$ cat src/design/gomms_pkg.sv
// gomms_pkg: shared constants, types and controller states of the greedy match selector
// no dependencies; imported by the interfaces, controller, datapath and top level
package gomms_pkg;

   localparam int MAX_CANDIDATES = 64;
   localparam int IDX_W          = $clog2(MAX_CANDIDATES);
   localparam int CNT_W          = $clog2(MAX_CANDIDATES + 1);
   localparam int GRID_W         = 16;
   localparam int DIST_W         = 32;

   typedef struct packed {
      logic [GRID_W-1:0] first;
      logic [GRID_W-1:0] second;
      logic [DIST_W-1:0] dist_key;
   } cand_type;

   typedef enum logic [2:0] {
      ST_IDLE,
      ST_LEAD_GO,
      ST_LEAD_WAIT,
      ST_PICK_GO,
      ST_PICK_WAIT,
      ST_EMIT,
      ST_FLUSH,
      ST_CLEAR
   } state_type;

   typedef struct packed {
      logic accept_ok;
      logic scan_start;
      logic scan_pick;
      logic advance;
      logic flush;
      logic clear;
   } ctrl_cmd_type;

   typedef struct packed {
      logic run_start;
      logic scan_busy;
      logic lead_found;
      logic pick_found;
      logic pend_valid;
      logic out_free;
   } dp_status_type;

endpackage

$ cat src/design/gomms_ctrl.sv
// gomms_ctrl: sequencer for load, group-lead scan, pick scan, emit, flush and end-of-run clear
// depends on gomms_pkg; drives the datapath through ctrl_cmd_type only
module gomms_ctrl
   import gomms_pkg::*;
(
   input  logic          clock,
   input  logic          reset,
   input  dp_status_type status,
   output ctrl_cmd_type  cmd,
   output state_type     state
);

   state_type state_ff;
   state_type state_in;

   always_ff @(posedge clock) begin
      if (reset) begin
         state_ff <= ST_IDLE;
      end else begin
         state_ff <= state_in;
      end
   end

   always_comb begin
      state_in = state_ff;
      case (state_ff)
         ST_IDLE: begin
            if (status.run_start) state_in = ST_LEAD_GO;
         end
         ST_LEAD_GO: begin
            state_in = ST_LEAD_WAIT;
         end
         ST_LEAD_WAIT: begin
            if (!status.scan_busy) state_in = status.lead_found ? ST_PICK_GO : ST_FLUSH;
         end
         ST_PICK_GO: begin
            state_in = ST_PICK_WAIT;
         end
         ST_PICK_WAIT: begin
            if (!status.scan_busy) state_in = status.pick_found ? ST_EMIT : ST_LEAD_GO;
         end
         ST_EMIT: begin
            if (!status.pend_valid || status.out_free) state_in = ST_LEAD_GO;
         end
         ST_FLUSH: begin
            if (!status.pend_valid || status.out_free) state_in = ST_CLEAR;
         end
         ST_CLEAR: begin
            state_in = ST_IDLE;
         end
         default: begin
            state_in = ST_IDLE;
         end
      endcase
   end

   always_comb begin
      cmd = '0;
      case (state_ff)
         ST_IDLE: begin
            cmd.accept_ok = 1'b1;
         end
         ST_LEAD_GO: begin
            cmd.scan_start = 1'b1;
         end
         ST_LEAD_WAIT: begin
            cmd.scan_pick = 1'b0;
         end
         ST_PICK_GO: begin
            cmd.scan_start = 1'b1;
            cmd.scan_pick  = 1'b1;
         end
         ST_PICK_WAIT: begin
            cmd.scan_pick = 1'b1;
         end
         ST_EMIT: begin
            cmd.advance = !status.pend_valid || status.out_free;
         end
         ST_FLUSH: begin
            cmd.flush = status.pend_valid && status.out_free;
         end
         ST_CLEAR: begin
            cmd.clear = 1'b1;
         end
         default: begin
            cmd = '0;
         end
      endcase
   end

   assign state = state_ff;

endmodule

$ cat config.mk
export PLATFORM = sky130hd
export DESIGN_NAME = gomms_ctrl
export DESIGN_NICKNAME = d
export VERILOG_FILES = /design/src/design/gomms_pkg.sv /design/src/design/gomms_ctrl.sv
export SDC_FILE = /design/constraint.sdc
export NUM_CORES = 1
export LEC_CHECK = 0
export BUFFER_PORTS_ARGS = -buffer_cell sky130_fd_sc_hd__buf_2
export CAP_MARGIN = 20
export CELL_PAD_IN_SITES_DETAIL_PLACEMENT = 1
export CELL_PAD_IN_SITES_GLOBAL_PLACEMENT = 1
export CORE_AREA = 2 2 39 41
export DETAILED_ROUTE_END_ITERATION = 10
export DIE_AREA = 0 0 41 43
export HOLD_SLACK_MARGIN = 0.08
export PLACE_DENSITY = 0.63
export REMOVE_ABC_BUFFERS = 1
export SETUP_SLACK_MARGIN = 0.4
export SLEW_MARGIN = 0
export SYNTH_ARGS = -nofsm -noshare
export SYNTH_HDL_FRONTEND = slang
export SYNTH_SLANG_ARGS = --single-unit
$ cat constraint.sdc
create_clock -name clock -period 2.5 [get_ports clock]
set_clock_uncertainty 0.1 [all_clocks]
set_input_delay 0 -clock clock [delete_from_list [all_inputs] [get_ports clock]]
set_output_delay 0 -clock clock [all_outputs]
set_load 0.01 [all_outputs]
==> impl_metrics.yaml <==
status:
  status: "completed"
clocking:
  cts_root_buf: "clkbuf_4"
  htreeDepth: 1
  cts_tree: "yes"
  clk_latency_ns: 0.24
  clkTransAtPathRegs_ns: 0.04
  cts.sinks: 3
  cts_buffers: 3
  post_cts_buffers: 0
  postCtsResizedCells: 0
  cts_hold_buf: 3
  clockBufferDepth: 2
critical_path:
  cp-startpoint: "state[2]"
  path_class: "reg2reg"
  r2r-end: "state[0]"
  worstPathArrival_ns: 1.59
  slowest_delay_ns: 0.52
  crit_buf_inv: 0
  r2r_cells: 3
  critPathMaxFanout: 12
  cp_slowest_cell: "dfxtp_1"
  endpoint_kind: "flop"
  start_kind: "flop"
  r2r_slack_ns: 0.98
  crit_chain: "nand2_1 > or4b_1 > a31oi_1"
  required_ns: 2.57
  cp_top_family: "simple AND/OR/NAND/NOR gates"
  rr_startpoint: "state[2]"
sta:
  maxClockFrequency_mhz: 658
  maxSlewHeadroom_pct: 66.7
  min_period_ns: 1.52
  worst_pin_slew_ns: 0.499
  fin_crit_sh_pct: 60.8
  hold-worst-slack_ns: 0.0949
  finalSetupViolCount: 0
  rsz0062_at_grt: "false"
  final_hold_viol_count: 0
  slew_violations: 0
  tns_ns: 0
power:
  switching_share_pct: 31.4
  combPwrFrac_pct: 25.0
  p_leak_nw: 0.184
  finalPower_mw: 0.204
  ir_drop_v: 0.000194
  internal_power_mw: 0.140
  pwr-share-seq_pct: 31.9
  p_sw_mw: 0.0640
  power_frac_clock_pct: 43.1
  p_per_area_nw_per_um2: 510
synth:
  synth.avg_cell_area_um2: 6.93
  yosysSeqAreaShare_pct: 23.4
  async_flop_share_pct: 0
  synth_flop_cell: "dfxtp_1"
  synth_area_um2: 256
  synth-seq-cells: 3
  synthCells: 37
  yosys_warnings: 0
  synth_edf_count: 0
  ys_types: 21
global_routing:
  grt_use_total_pct: 10.2
  antenna_found_initial: 0
  grt_start_max_net_pins: 17
  grt_pass1_vias: 300
  overflow: 0
  grt_pass1_wl_um: 1230
floorplan:
  io_pins: 17
  die_x_um: 41
  placementRows: 14
  start_util_pct: 18.5
  die_h_um: 43
  design.die.area_um2: 1760
  core_area_um2: 1380
final_layout:
  nNetsFinal: 66
  largest_register_ffs: 3
  antennaDiodeCount: 0
  area_growth_pct: 55.6
  final_common_cell: "buf_2"
  instances_no_fill: 73
  drive_gt1_share_pct: 35.1
  final_cell_mix: "buf_2, nand2_1"
detailed_routing:
  wl_met1_um: 328
  dr.pass1.iters: 4
  wl_met2_um: 440
  remaining_drc_errors: 0
  route.vias.total: 343
  top_layer_used: "met3"
  ant_nets: 0
  drt-vias-per-instance: 4.70
  wl_met3_um: 41
  totalWireLength_um: 810
  drt-initial-drc-count: 8
  route.detailed.wl_per_inst_um: 11.1
min_path:
  min_to: "state[0]"
  hold_path.class: "in2reg"
  min_from: "status[0]"
  whs_path_depth: 4
placement:
  hpwl_um: 597
  io_buffers: 16
  dp_cells: 66
  place_congestion: 0.684
job:
  cap_violations: 0
-- worst max path at each step --
stage / cells after the start / endpoint
after floorplan: 3 / state[0]
after global placement: 3 / state[0]
after detailed placement: 3 / state[0]
after CTS: 3 / state[0]
after global routing: 3 / state[0]
final: 3 / state[0]
-- power groups by stage --
stage               sequential, mW  combinational [mW]  clock, mW
finish                      0.0650              0.0508     0.0877
global route                0.0664              0.0570     0.0969
CTS                         0.0648              0.0515     0.0934
detailed placement          0.0656              0.0478          0
global placement            0.0649              0.0471          0
floorplan                   0.0642              0.0256          0
-- synthesized netlist by cell type, drive strengths merged, types with 2 or more instances --
cell,instances,share of area (%)
o21a,2,5.9
nor3,2,3.9
o21ai,3,5.9
buf,2,3.9
nand2b,3,7.3
nor2b,2,7.8
dfxtp,3,23
nand2,4,5.9
a21oi,3,5.9
nor2,3,4.4
-- logic make-up after synthesis --
| group | after synthesis | synth area share [%] |
|---|---|---|
| flip-flops | 3 | 23.4 |
| buffers and inverters | 4 | 6.83 |
| multiplexers | 1 | 3.90 |
| AO/OA/AOI/OAI | 11 | 25.4 |
| AND/OR/NAND/NOR | 18 | 40.5 |
-- tightest hold or removal path, stage by stage --
cell	delay, ns
buf_2	0.11
nor2b_4	0.05
or4b_1	0.15
a31oi_1	0.06
-- cell type report --
class	instances	area [um2]
fillers	182	985
multi-input cells	30	179
repair buffers	19	110
flip-flops and latches	3	60.1
clock buffers	4	26.3
well taps	16	20.0
inverters	1	3.75
-- layer usage --
metal	GRT usage, %	vias to the layer above
li1	-	170
met5	0	-
met2	15.6	11
met3	1.57	0
met1	11.8	162
met4	8.00	0
-- stage by stage --
stage / area (um2) / util, % / setup WS [ns]
detailed placement: 343 / 24.8 / 0.980
finish: 399 / 28.8 / 0.980
CTS: 399 / 28.8 / 0.973
floorplan: 243 / - / 1.06
global placement: 343 / 24.8 / 1.03
global route: 399 / 28.8 / 0.898
No activity file was read; power rests on OpenSTA's default activity.
